File: config.mk
export PLATFORM = sky130hd
export DESIGN_NAME = sorted_record_table
export DESIGN_NICKNAME = d
export VERILOG_FILES = /design/src/hw/rtl/srt_pkg.sv /design/src/hw/rtl/sorted_record_table.sv
export SDC_FILE = /design/constraint.sdc
export NUM_CORES = 1
export LEC_CHECK = 0
export BUFFER_PORTS_ARGS = -buffer_cell sky130_fd_sc_hd__buf_2
export CAP_MARGIN = 30
export CORE_MARGIN = 3
export CORE_UTILIZATION = 50
export CTS_CLUSTER_DIAMETER = 100
export DETAILED_ROUTE_END_ITERATION = 8
export PLACE_DENSITY = 0.71
export SETUP_SLACK_MARGIN = 0.5
export SLEW_MARGIN = 20
export SYNTH_ARGS = -nofsm -noshare
export SYNTH_HDL_FRONTEND = slang
export SYNTH_SLANG_ARGS = --single-unit
File: constraint.sdc
create_clock -name clk -period 16.4 [get_ports clk]
set_input_delay 2.46 -clock clk [delete_from_list [all_inputs] [get_ports clk]]
set_output_delay 2.46 -clock clk [all_outputs]
set_load 0.05 [all_outputs]
File: src/hw/rtl/srt_pkg.sv
// ----------------------------------------------------------------------------
// srt_pkg: shared types for the sorted record table
// Record layout, request and status codes, and the sequencer states.
// ----------------------------------------------------------------------------
package srt_pkg;

  typedef struct packed {
    logic        [15:0] year;
    logic signed [31:0] flow;
  } rec_t;

  localparam logic REQ_INSERT = 1'b0;
  localparam logic REQ_REMOVE = 1'b1;

  localparam logic [1:0] STS_OK        = 2'd0;
  localparam logic [1:0] STS_DUP_YEAR  = 2'd1;
  localparam logic [1:0] STS_FULL      = 2'd2;
  localparam logic [1:0] STS_NOT_FOUND = 2'd3;

  typedef enum logic [2:0] {
    S_IDLE,
    S_SCAN,
    S_DECIDE,
    S_SHUP,
    S_SHDN,
    S_PLACE,
    S_RESP
  } state_t;

endpackage

File: src/hw/rtl/sorted_record_table.sv
// Each request runs the scan, then an append, a shift or neither, and then the
// result beat; a new request is taken only once the last result beat is issued.
// The single memory read port reads one entry per cycle in scan and shift.
// Reset: rst_n clears the sequencer, the fill count and the output beat; the
// record memory is not cleared and only entries below the count are used.
// ----------------------------------------------------------------------------
// sorted_record_table: bounded table of (flow, year) records
// Keeps records in ascending signed flow order with year as unique key.
// Each request scans the held entries, then shifts entries up or down by one where needed.
// ----------------------------------------------------------------------------
module sorted_record_table #(
  parameter int TABLE_DEPTH = 16
) (
  input  logic        clk,
  input  logic        rst_n,
  input  logic        in_tvalid,
  output logic        in_tready,
  input  logic [47:0] in_tdata,   // flow_value[31:0], year_key[47:32]
  input  logic        in_tuser,   // req_type
  output logic        out_tvalid,
  input  logic        out_tready,
  output logic [55:0] out_tdata   // status[1:0], entry_count[6:2], head_valid[7],
                                  // head_flow[39:8], head_year[55:40]
);
  import srt_pkg::*;

  localparam int AW = (TABLE_DEPTH > 1) ? $clog2(TABLE_DEPTH) : 1;
  localparam int CW = $clog2(TABLE_DEPTH + 1);

  localparam logic [CW-1:0] CNT_FULL = CW'(TABLE_DEPTH);
  localparam logic [CW-1:0] CNT_ONE  = CW'(1);

  rec_t mem [TABLE_DEPTH];
  rec_t rd_data_r;

  logic          rd_en;
  logic [AW-1:0] rd_addr;
  logic          wr_en;
  logic [AW-1:0] wr_addr;
  rec_t          wr_data;

  state_t state_r, state_nxt;

  logic          req_r,       req_nxt;
  rec_t          new_r,       new_nxt;
  logic [CW-1:0] scan_idx_r,  scan_idx_nxt;
  logic          found_r,     found_nxt;
  logic [CW-1:0] found_pos_r, found_pos_nxt;
  logic          pos_found_r, pos_found_nxt;
  logic [CW-1:0] pos_r,       pos_nxt;
  logic [CW-1:0] sh_src_r,    sh_src_nxt;
  logic [CW-1:0] count_r,     count_nxt;
  rec_t          head_r,      head_nxt;
  logic [1:0]    status_r,    status_nxt;
  logic          out_valid_r, out_valid_nxt;
  logic [55:0]   out_data_r,  out_data_nxt;

  logic          in_acc;
  logic [CW-1:0] data_idx;
  logic          year_hit;
  logic          flow_ge;
  logic          scan_more;
  logic          out_free;
  logic [CW+4:0] cnt_ext;
  rec_t          head_out;

  assign in_tready  = (state_r == S_IDLE);
  assign in_acc     = in_tvalid && in_tready;
  assign out_tvalid = out_valid_r;
  assign out_tdata  = out_data_r;

  assign data_idx  = scan_idx_r - CNT_ONE;
  assign year_hit  = (rd_data_r.year == new_r.year);
  assign flow_ge   = !(rd_data_r.flow < new_r.flow);
  assign scan_more = (scan_idx_r < count_r);
  assign out_free  = !out_valid_r || out_tready;
  assign cnt_ext   = {5'd0, count_r};
  assign head_out  = (count_r != '0) ? head_r : '0;

  // record memory: one read port with registered data, one write port
  always_ff @(posedge clk) begin
    if (wr_en) begin
      mem[wr_addr] <= wr_data;
    end
    if (rd_en) begin
      rd_data_r <= mem[rd_addr];
    end
  end

  always_comb begin
    state_nxt = state_r;
    case (state_r)
      S_IDLE: begin
        if (in_acc) begin
          state_nxt = (count_r == '0) ? S_DECIDE : S_SCAN;
        end
      end
      S_SCAN: begin
        if (!scan_more) begin
          state_nxt = S_DECIDE;
        end
      end
      S_DECIDE: begin
        if (req_r == REQ_INSERT) begin
          if (found_r || count_r == CNT_FULL) begin
            state_nxt = S_RESP;
          end else if (pos_r == count_r) begin
            state_nxt = S_PLACE;
          end else begin
            state_nxt = S_SHUP;
          end
        end else begin
          if (!found_r || found_pos_r == count_r - CNT_ONE) begin
            state_nxt = S_RESP;
          end else begin
            state_nxt = S_SHDN;
          end
        end
      end
      S_SHUP: begin
        if (sh_src_r == pos_r) begin
          state_nxt = S_PLACE;
        end
      end
      S_SHDN: begin
        if (sh_src_r == count_r - CNT_ONE) begin
          state_nxt = S_RESP;
        end
      end
      S_PLACE: state_nxt = S_RESP;
      S_RESP: begin
        if (out_free) begin
          state_nxt = S_IDLE;
        end
      end
      default: state_nxt = S_IDLE;
    endcase
  end

  always_comb begin
    rd_en         = 1'b0;
    rd_addr       = '0;
    wr_en         = 1'b0;
    wr_addr       = '0;
    wr_data       = new_r;
    req_nxt       = req_r;
    new_nxt       = new_r;
    scan_idx_nxt  = scan_idx_r;
    found_nxt     = found_r;
    found_pos_nxt = found_pos_r;
    pos_found_nxt = pos_found_r;
    pos_nxt       = pos_r;
    sh_src_nxt    = sh_src_r;
    count_nxt     = count_r;
    head_nxt      = head_r;
    status_nxt    = status_r;
    out_valid_nxt = out_valid_r;
    out_data_nxt  = out_data_r;

    if (out_valid_r && out_tready) begin
      out_valid_nxt = 1'b0;
    end

    case (state_r)
      S_IDLE: begin
        if (in_acc) begin
          req_nxt       = in_tuser;
          new_nxt.flow  = $signed(in_tdata[31:0]);
          new_nxt.year  = in_tdata[47:32];
          found_nxt     = 1'b0;
          pos_found_nxt = 1'b0;
          pos_nxt       = count_r;
          rd_en         = 1'b1;
          rd_addr       = '0;
          scan_idx_nxt  = CNT_ONE;
        end
      end
      S_SCAN: begin
        if (year_hit && !found_r) begin
          found_nxt     = 1'b1;
          found_pos_nxt = data_idx;
        end
        // insertion point: first entry whose flow is not below the new one
        if (!pos_found_r && flow_ge) begin
          pos_found_nxt = 1'b1;
          pos_nxt       = data_idx;
        end
        if (scan_more) begin
          rd_en        = 1'b1;
          rd_addr      = scan_idx_r[AW-1:0];
          scan_idx_nxt = scan_idx_r + CNT_ONE;
        end
      end
      S_DECIDE: begin
        status_nxt = STS_OK;
        if (req_r == REQ_INSERT) begin
          if (found_r) begin
            status_nxt = STS_DUP_YEAR;
          end else if (count_r == CNT_FULL) begin
            status_nxt = STS_FULL;
          end else if (pos_r != count_r) begin
            // shift up from the top entry down to the insertion point
            rd_en      = 1'b1;
            rd_addr    = data_idx[AW-1:0];
            sh_src_nxt = count_r - CNT_ONE;
          end
        end else begin
          if (!found_r) begin
            status_nxt = STS_NOT_FOUND;
          end else if (found_pos_r == count_r - CNT_ONE) begin
            count_nxt = count_r - CNT_ONE;
          end else begin
            rd_en      = 1'b1;
            rd_addr    = found_pos_r[AW-1:0] + AW'(1);
            sh_src_nxt = found_pos_r + CNT_ONE;
          end
        end
      end
      S_SHUP: begin
        wr_en   = 1'b1;
        wr_addr = sh_src_r[AW-1:0] + AW'(1);
        wr_data = rd_data_r;
        if (sh_src_r != pos_r) begin
          rd_en      = 1'b1;
          rd_addr    = sh_src_r[AW-1:0] - AW'(1);
          sh_src_nxt = sh_src_r - CNT_ONE;
        end
      end
      S_SHDN: begin
        wr_en   = 1'b1;
        wr_addr = sh_src_r[AW-1:0] - AW'(1);
        wr_data = rd_data_r;
        if (sh_src_r == CNT_ONE) begin
          head_nxt = rd_data_r;
        end
        if (sh_src_r == count_r - CNT_ONE) begin
          count_nxt = count_r - CNT_ONE;
        end else begin
          rd_en      = 1'b1;
          rd_addr    = sh_src_r[AW-1:0] + AW'(1);
          sh_src_nxt = sh_src_r + CNT_ONE;
        end
      end
      S_PLACE: begin
        wr_en   = 1'b1;
        wr_addr = pos_r[AW-1:0];
        wr_data = new_r;
        if (pos_r == '0) begin
          head_nxt = new_r;
        end
        count_nxt = count_r + CNT_ONE;
      end
      S_RESP: begin
        if (out_free) begin
          out_valid_nxt = 1'b1;
          out_data_nxt  = {head_out.year, head_out.flow, (count_r != '0),
                           cnt_ext[4:0], status_r};
        end
      end
      default: begin
      end
    endcase
  end

  always_ff @(posedge clk) begin
    if (!rst_n) begin
      state_r     <= S_IDLE;
      count_r     <= '0;
      out_valid_r <= 1'b0;
    end else begin
      state_r     <= state_nxt;
      count_r     <= count_nxt;
      out_valid_r <= out_valid_nxt;
    end
  end

  always_ff @(posedge clk) begin
    req_r       <= req_nxt;
    new_r       <= new_nxt;
    scan_idx_r  <= scan_idx_nxt;
    found_r     <= found_nxt;
    found_pos_r <= found_pos_nxt;
    pos_found_r <= pos_found_nxt;
    pos_r       <= pos_nxt;
    sh_src_r    <= sh_src_nxt;
    head_r      <= head_nxt;
    status_r    <= status_nxt;
    out_data_r  <= out_data_nxt;
  end

endmodule

==> results of run 1 <==
-- final timing paths --
| kind | startpoint | to | slack [ps] | cells past startpoint |
|---|---|---|---|---|
| worst max-delay path | count_r[0]$_SDFFE_PN0P_ | rd_data_r[35]$_DFFE_PP_ | 10480 | 12 |
| worst min-delay path | status_r[0]$_DFFE_PP_ | out_tdata[0]$_DFFE_PP_ | 420 | 0 |
| worst max register to register | count_r[0]$_SDFFE_PN0P_ | rd_data_r[35]$_DFFE_PP_ | 10480 | 12 |
| worst min register to register | status_r[0]$_DFFE_PP_ | out_tdata[0]$_DFFE_PP_ | 420 | 0 |
-- layout make-up --
type | count | area share, %
Clock inverter | 65 | 1.647
Inverter | 54 | 0.4527
Tap cell | 1050 | 2.864
Antenna cell | 1 | 0.005455
Clock buffer | 115 | 5.624
Timing Repair Buffer | 159 | 2.517
Sequential cell | 1002 | 65.39
Multi-Input combinational cell | 1204 | 21.50
-- power groups by stage --
stage	Clock [mW]	Combinational (mW)	Sequential, mW
CTS	2.34	2.62	3.84
global placement	0	2.48	3.88
finish	2.31	2.64	3.84
global route	2.45	2.85	3.87
floorplan	0	1.76	3.83
detailed placement	0	2.61	3.89
-- sequential cells by signal, summed over array words and instances, names as in the netlist, 2 cells and up --
name,flops
count_r,5
found_pos_r,5
head_r,48
mem,768
new_r,48
out_tdata,56
pos_r,5
rd_data_r,48
scan_idx_r,5
sh_src_r,5
state_r,3
status_r,2
-- Yosys cell counts, types with 3 or more instances --
cell / n / area, sq um
nand2_1: 127 / 476.7
a22o_1: 49 / 429.2
nand4_1: 9 / 56.30
buf_4: 14 / 105.1
a22oi_1: 3 / 22.52
nor2_1: 49 / 183.9
a221o_1: 3 / 30.03
ha_1: 45 / 563.0
mux2_2: 107 / 1205
or3_1: 4 / 25.02
a211oi_1: 6 / 45.04
edfxtp_1: 993 / 29820
mux2_1: 37 / 416.7
and3_1: 3 / 18.77
xnor2_1: 14 / 122.6
nand2b_1: 3 / 18.77
o22ai_1: 146 / 913.4
nand3_1: 12 / 60.06
or4_1: 49 / 367.9
inv_1: 51 / 191.4
clkbuf_1: 48 / 180.2
buf_2: 48 / 240.2
nor4_1: 7 / 43.79
mux2i_1: 291 / 2913
nor2b_1: 54 / 337.8
buf_6: 7 / 78.83
o21ai_0: 48 / 240.2
a21o_1: 13 / 97.59
buf_1: 4 / 15.01
dfxtp_1: 9 / 180.2
xor2_1: 43 / 376.6
nor3_1: 14 / 70.07
a21oi_1: 23 / 115.1
-- cells by family (layout without fill, tap and decap cells) --
kind of cell / after synthesis / after routing / synth area share, %
XOR/XNOR: 59 / 59 / 1.346
other: 0 / 1 / 0
adder cells (fa/ha/maj): 45 / 45 / 1.392
AO/OA/AOI/OAI: 321 / 321 / 5.420
multiplexers: 435 / 435 / 11.21
AND/OR/NAND/NOR: 344 / 344 / 4.412
buffers and inverters: 175 / 393 / 2.045
flip-flops: 1002 / 1002 / 74.17
-- per-layer routing --
metal  GRT usage [%]  share of wire [%]  vias to the layer above
li1                -                  -                     9633
met1           30.88                 41                    11140
met2           36.11                 48                      940
met3           3.286                8.0                      175
met4           6.922                2.5                        0
met5               0                  0                        -
-- layout by cell type, fill, tap and decap left out, types with 15 or more instances in the layout --
| cell type | instances |
|---|---|
| clkinv_1 | 18 |
| a21oi_1 | 23 |
| ha_1 | 45 |
| buf_4 | 33 |
| mux2_1 | 37 |
| mux2i_1 | 291 |
| edfxtp_1 | 993 |
| nor2_1 | 32 |
| a22o_1 | 49 |
| bufinv_16 | 15 |
| nor2b_1 | 54 |
| clkbuf_16 | 101 |
| or4_1 | 48 |
| clkinv_2 | 17 |
| buf_2 | 110 |
| o21ai_0 | 46 |
| o22ai_1 | 146 |
| mux2_2 | 107 |
| inv_1 | 50 |
| xor2_1 | 43 |
| nand2_1 | 126 |
| nor2_4 | 16 |
-- per-stage QoR --
step | area, sq um | power (mW)
detailed placement | 42480 | 6.495
CTS | 45810 | 8.796
global route | 45870 | 9.157
finish | 45880 | 8.789
global placement | 42200 | 6.352
floorplan | 40440 | 5.598
==> out/results.ini, run 1 <==
[global_route]
antenna_found_initial=0
grt.total_usage_pct=22.10
overflow=0
grt_pass1_wl_mm=139.9
first_global_vias=21707
grt_max_degree=154

[placed_design]
dp_cells=3466
dp_worst_setup_slack_ps=10550
numPortBuffers=110
gp_congestion=0.8933
dp_hpwl_mm=50.58

[detailed_routing]
ant_nets=0
dr.pass1.iters=6
drt_iter0_markers=2453
viasPerCell=5.997
drc_errors=0
wl_mm=95.03
post_drt_wl_per_cell_microns=26.03
via_count=21888

[floorplanning]
die_h_microns=290.4
core_sq_um=79520
start_util_pct=50.86
rows=103
ios=111
chipWidth_microns=290.4
dieArea_sq_um=84340

[power_and_ir_drop]
p_per_area_nw_per_um2=191.6
pwr-share-seq_pct=43.7
p_leak_nw=15.15
switching_power_mw=2.899
power_frac_clock_pct=26.3
pwr-share-comb_pct=30.1
internal-power_mw=5.889
vdd_ir_drop_max_mv=0.1830
p_sw_share_pct=32.99

[sta]
setup_slack_ps=10480
fin_setup_tns_ps=0
max_freq_ghz=0.1690
rsz0062_at_grt=false
period_share_pct=36.08
hold_viol=0
maxSlewHeadroom_pct=22.33
tightest_slew_ps=1165
setup_violations=0
hold-worst-slack_ps=419.5
finalCriticalPeriod_ps=5917
final_max_slew_viol_count=0
skew_ps=27.23

[setup_path]
start_kind=register
arrival_ps=6290
crit_family=buffers and inverters
crit_chain=inv_1, ha_1, nor3b_4, and3_1, o2111ai_2, nand4_2, o221ai_4, buf_4, buf_4, mux2_2, a22o_1, or4_1
end_kind=register
path_max_fanout=58
cp.buffers_inverters=3
max_stage_delay_ps=860
path_class=register to register
cpMostUsedCell=buf_4
cp_slowest_cell=buf_4
crit_required_ps=16780

[clock_network]
clockBufferDepth=3
clkSinkCount=1002
tritoncts=yes
worst_skew_pair.late_latency_ps=660
numCtsBuffers=98
clkTransAtPathRegs_ps=60
clockRootBuffer=clkbuf_16
htreeDepth=3
holdBufCountCts=0
post_cts_buffers=0
cts.repair.resized=0

[finish]
area_growth_syn_to_layout_pct=13.43
fin_util_pct=57.69
instances_no_fill=3650
drive_gt1_share_pct=17.85
nFillCells=5826
multiInputGateArea_sq_um=9862
fin_nets=2617
register_area_sq_um=30000

[logic_synthesis]
yosysSeqAreaShare_pct=74.17
syn_nets=2479
syn_area_sq_um=40440
ys_ff_latch=1002
synth_flop_cell=edfxtp_1
syn-instance-count=2381
async_flop_share_pct=0
synth_edf_count=993
yosysWarnings=0
syn_area_per_cell_sq_um=16.99
synth_cell_types=73

[worst_hold_path]
holdCritPathClass=register to register

[run_status]
run_status=finished clean

[flow_run]
cap_viol_max_count=0

Note: power is estimated with default switching activity, not from simulation.
==> run 2: changes to the inputs <==
PLACE_DENSITY = 0.74   (was 0.71)
clock period = 5.3 ns   (was 16.4 ns; I/O delays follow)
==> run 2 against run 1 <==
Highest routed layer unchanged. Sequential power grew to 3.1 times the previous value. Sequential share of layout area is 0.099 points lower. Utilization increased by 0.090 points. Routed wire length rose by 1.0%. Die area stayed put. First-iteration DRC count is 2.7% higher.
==> out/results.ini, run 2 (synthesis results as in run 1) <==
[run_status]
run_status=finished clean

[floorplanning]
start_util_pct=50.86  ; unchanged
die_h_microns=290.4  ; unchanged
ios=111  ; unchanged
rows=103  ; unchanged
chipWidth_microns=290.4  ; unchanged
core_sq_um=79520  ; unchanged
dieArea_sq_um=84340  ; unchanged

[placed_design]
dp_worst_setup_slack_ps=766.4  ; -9787 ps
place_area_sq_um=42650  ; +0.40%
dp_hpwl_mm=52.51  ; +3.8%
numPortBuffers=110  ; unchanged
dp_cells=3479  ; +0.38%
gp_congestion=0.9445  ; +5.7%

[power_and_ir_drop]
switching_power_mw=9.111  ; +210%
p_sw_share_pct=33.52  ; +0.53 points
total_power_mw=27.18  ; +210%
pwr-share-seq_pct=43.8  ; about the same
vdd_ir_drop_max_mv=0.4618  ; +150%
p_per_area_nw_per_um2=591.6  ; +210%
p_leak_nw=15.17  ; +0.10%
pwr-share-comb_pct=30.4  ; +0.3 points
power_frac_clock_pct=25.8  ; -0.5 points
internal-power_mw=18.07  ; +210%

[sta]
final_max_slew_viol_count=0  ; unchanged
setup_slack_ps=865.1  ; -9618 ps
period_share_pct=83.68  ; +48 points
skew_ps=24.21  ; -3.030 ps
max_freq_ghz=0.2255  ; +33%
rsz0062_at_grt=false
hold-worst-slack_ps=303.2  ; -116.3 ps
setup_violations=0  ; unchanged
tightest_slew_ps=1011  ; -153.9 ps
fin_setup_tns_ps=0  ; unchanged
finalCriticalPeriod_ps=4435  ; -1482 ps
maxSlewHeadroom_pct=32.59  ; +10 points
hold_viol=0  ; unchanged

[finish]
final_common_cell=edfxtp_1
fin_nets=2630  ; +0.50%
instances_no_fill=3663  ; +0.36%
fin_util_pct=57.78  ; +0.090 points
drive_gt1_share_pct=18.03  ; +0.17 points
postLayoutCellArea_sq_um=45950  ; +0.16%
nFillCells=5822  ; -0.069%
regMostFlops=mem
diodes=0  ; -1
area_growth_syn_to_layout_pct=13.61
largest_reg_flops=768  ; unchanged
final_cell_mix=edfxtp_1, mux2i_1, o22ai_1

[detailed_routing]
wl_met1_mm=38.12  ; -2.8%
viasPerCell=6.068  ; +1.2%
via_count=22227  ; +1.5%
wl_mm=96.01  ; +1.0%
met3_length_mm=8.458  ; +12%
wl_met2_mm=46.13  ; +0.60%
dr.max_layer_used=met4
drc_errors=0  ; unchanged
dr.pass1.iters=6  ; unchanged
post_drt_wl_per_cell_microns=26.21  ; +0.68%
ant_nets=0  ; unchanged
drt_iter0_markers=2520  ; +2.7%

[setup_path]
start_kind=register
reg2reg_depth=11  ; -1
path_max_fanout=32  ; -45%
crit_required_ps=5680  ; -11100 ps
arrival_ps=4820  ; -1470 ps
path_class=register to register
end_kind=register
r2r-start=count_r[2]$_SDFFE_PN0P_
r2r_setup_slack_ps=870  ; -9620 ps
regToRegEndpoint=rd_data_r[25]$_DFFE_PP_

[global_route]
first_global_vias=22217  ; +2.3%
antenna_found_initial=1  ; +1
overflow=0  ; unchanged
grt.total_usage_pct=22.33  ; +0.24 points
grt_pass1_wl_mm=141.1  ; +0.87%
grt_max_degree=75  ; -51%

[clock_network]
holdBufCountCts=0  ; unchanged
htreeDepth=3  ; unchanged
clkSinkCount=1002  ; unchanged
tritoncts=yes
clockBufferDepth=3  ; unchanged
clockRootBuffer=clkbuf_16
worst_skew_pair.late_latency_ps=670  ; about the same
numCtsBuffers=99  ; +1.0%
clkTransAtPathRegs_ps=60  ; about the same

[flow_run]
cap_viol_max_count=0  ; unchanged

[worst_hold_path]
min_to=new_r[9]$_DFFE_PP_
holdCritPathClass=input port to register
min-delay-start=in_tdata[9]
whs_path_depth=1  ; +1

-- run 2: timing repair --
item	CTS	global route
gates resized for setup	0	2
endpoints found under the setup margin	0	8
setup buffers	0	0
-- run 2: worst max-delay path: stages (launching register included) --
cell and delay [ps]:
dfxtp_1 720, inv_1 160, ha_1 340, nand2_1 50, o21ai_1 320, a31oi_4 180
a222oi_1 370, o211a_2 410, or3_2 640, buf_12 340, o22ai_1 120, or4_1 490
-- run 2: worst max path at each step --
stage,endpoint,slack (ps),depth (start not counted),startpoint
finish,rd_data_r[25]$_DFFE_PP_,870,11,count_r[2]$_SDFFE_PN0P_
global route,rd_data_r[27]$_DFFE_PP_,570,13,count_r[1]$_SDFFE_PN0P_
CTS,rd_data_r[27]$_DFFE_PP_,760,13,count_r[0]$_SDFFE_PN0P_
detailed placement,rd_data_r[27]$_DFFE_PP_,770,13,count_r[0]$_SDFFE_PN0P_
global placement,rd_data_r[26]$_DFFE_PP_,980,13,count_r[0]$_SDFFE_PN0P_
floorplan,rd_data_r[0]$_DFFE_PP_,650,6,state_r[0]$_SDFFE_PN0P_
-- run 2: routing by layer --
layer | up-vias | GRT usage [%]
met5 | - | 0
met2 | 1075 | 36.03
met4 | 0 | 8.471
li1 | 9674 | -
met1 | 11255 | 30.56
met3 | 223 | 3.943
-- run 2: power groups by stage --
stage | Combinational [mW] | Clock [mW] | Sequential, mW
after floorplan | 5.46 | 0 | 11.9
after CTS | 8.16 | 7.12 | 11.9
after global placement | 7.79 | 0 | 12.0
after global routing | 8.84 | 7.42 | 12.0
after detailed placement | 8.12 | 0 | 12.1
final | 8.25 | 7.02 | 11.9
-- run 2: final cells by class --
| class | instances | area, sq um | share of cell area [%] |
|---|---|---|---|
| clock inverters | 64 | 719.4 | 1.566 |
| inverters | 54 | 207.7 | 0.4520 |
| clock buffers | 118 | 2549 | 5.547 |
| repair buffers | 171 | 1319 | 2.870 |
| flip-flops and latches | 1002 | 30000 | 65.29 |
| multi-input cells | 1204 | 9838 | 21.41 |
| well taps | 1050 | 1314 | 2.859 |
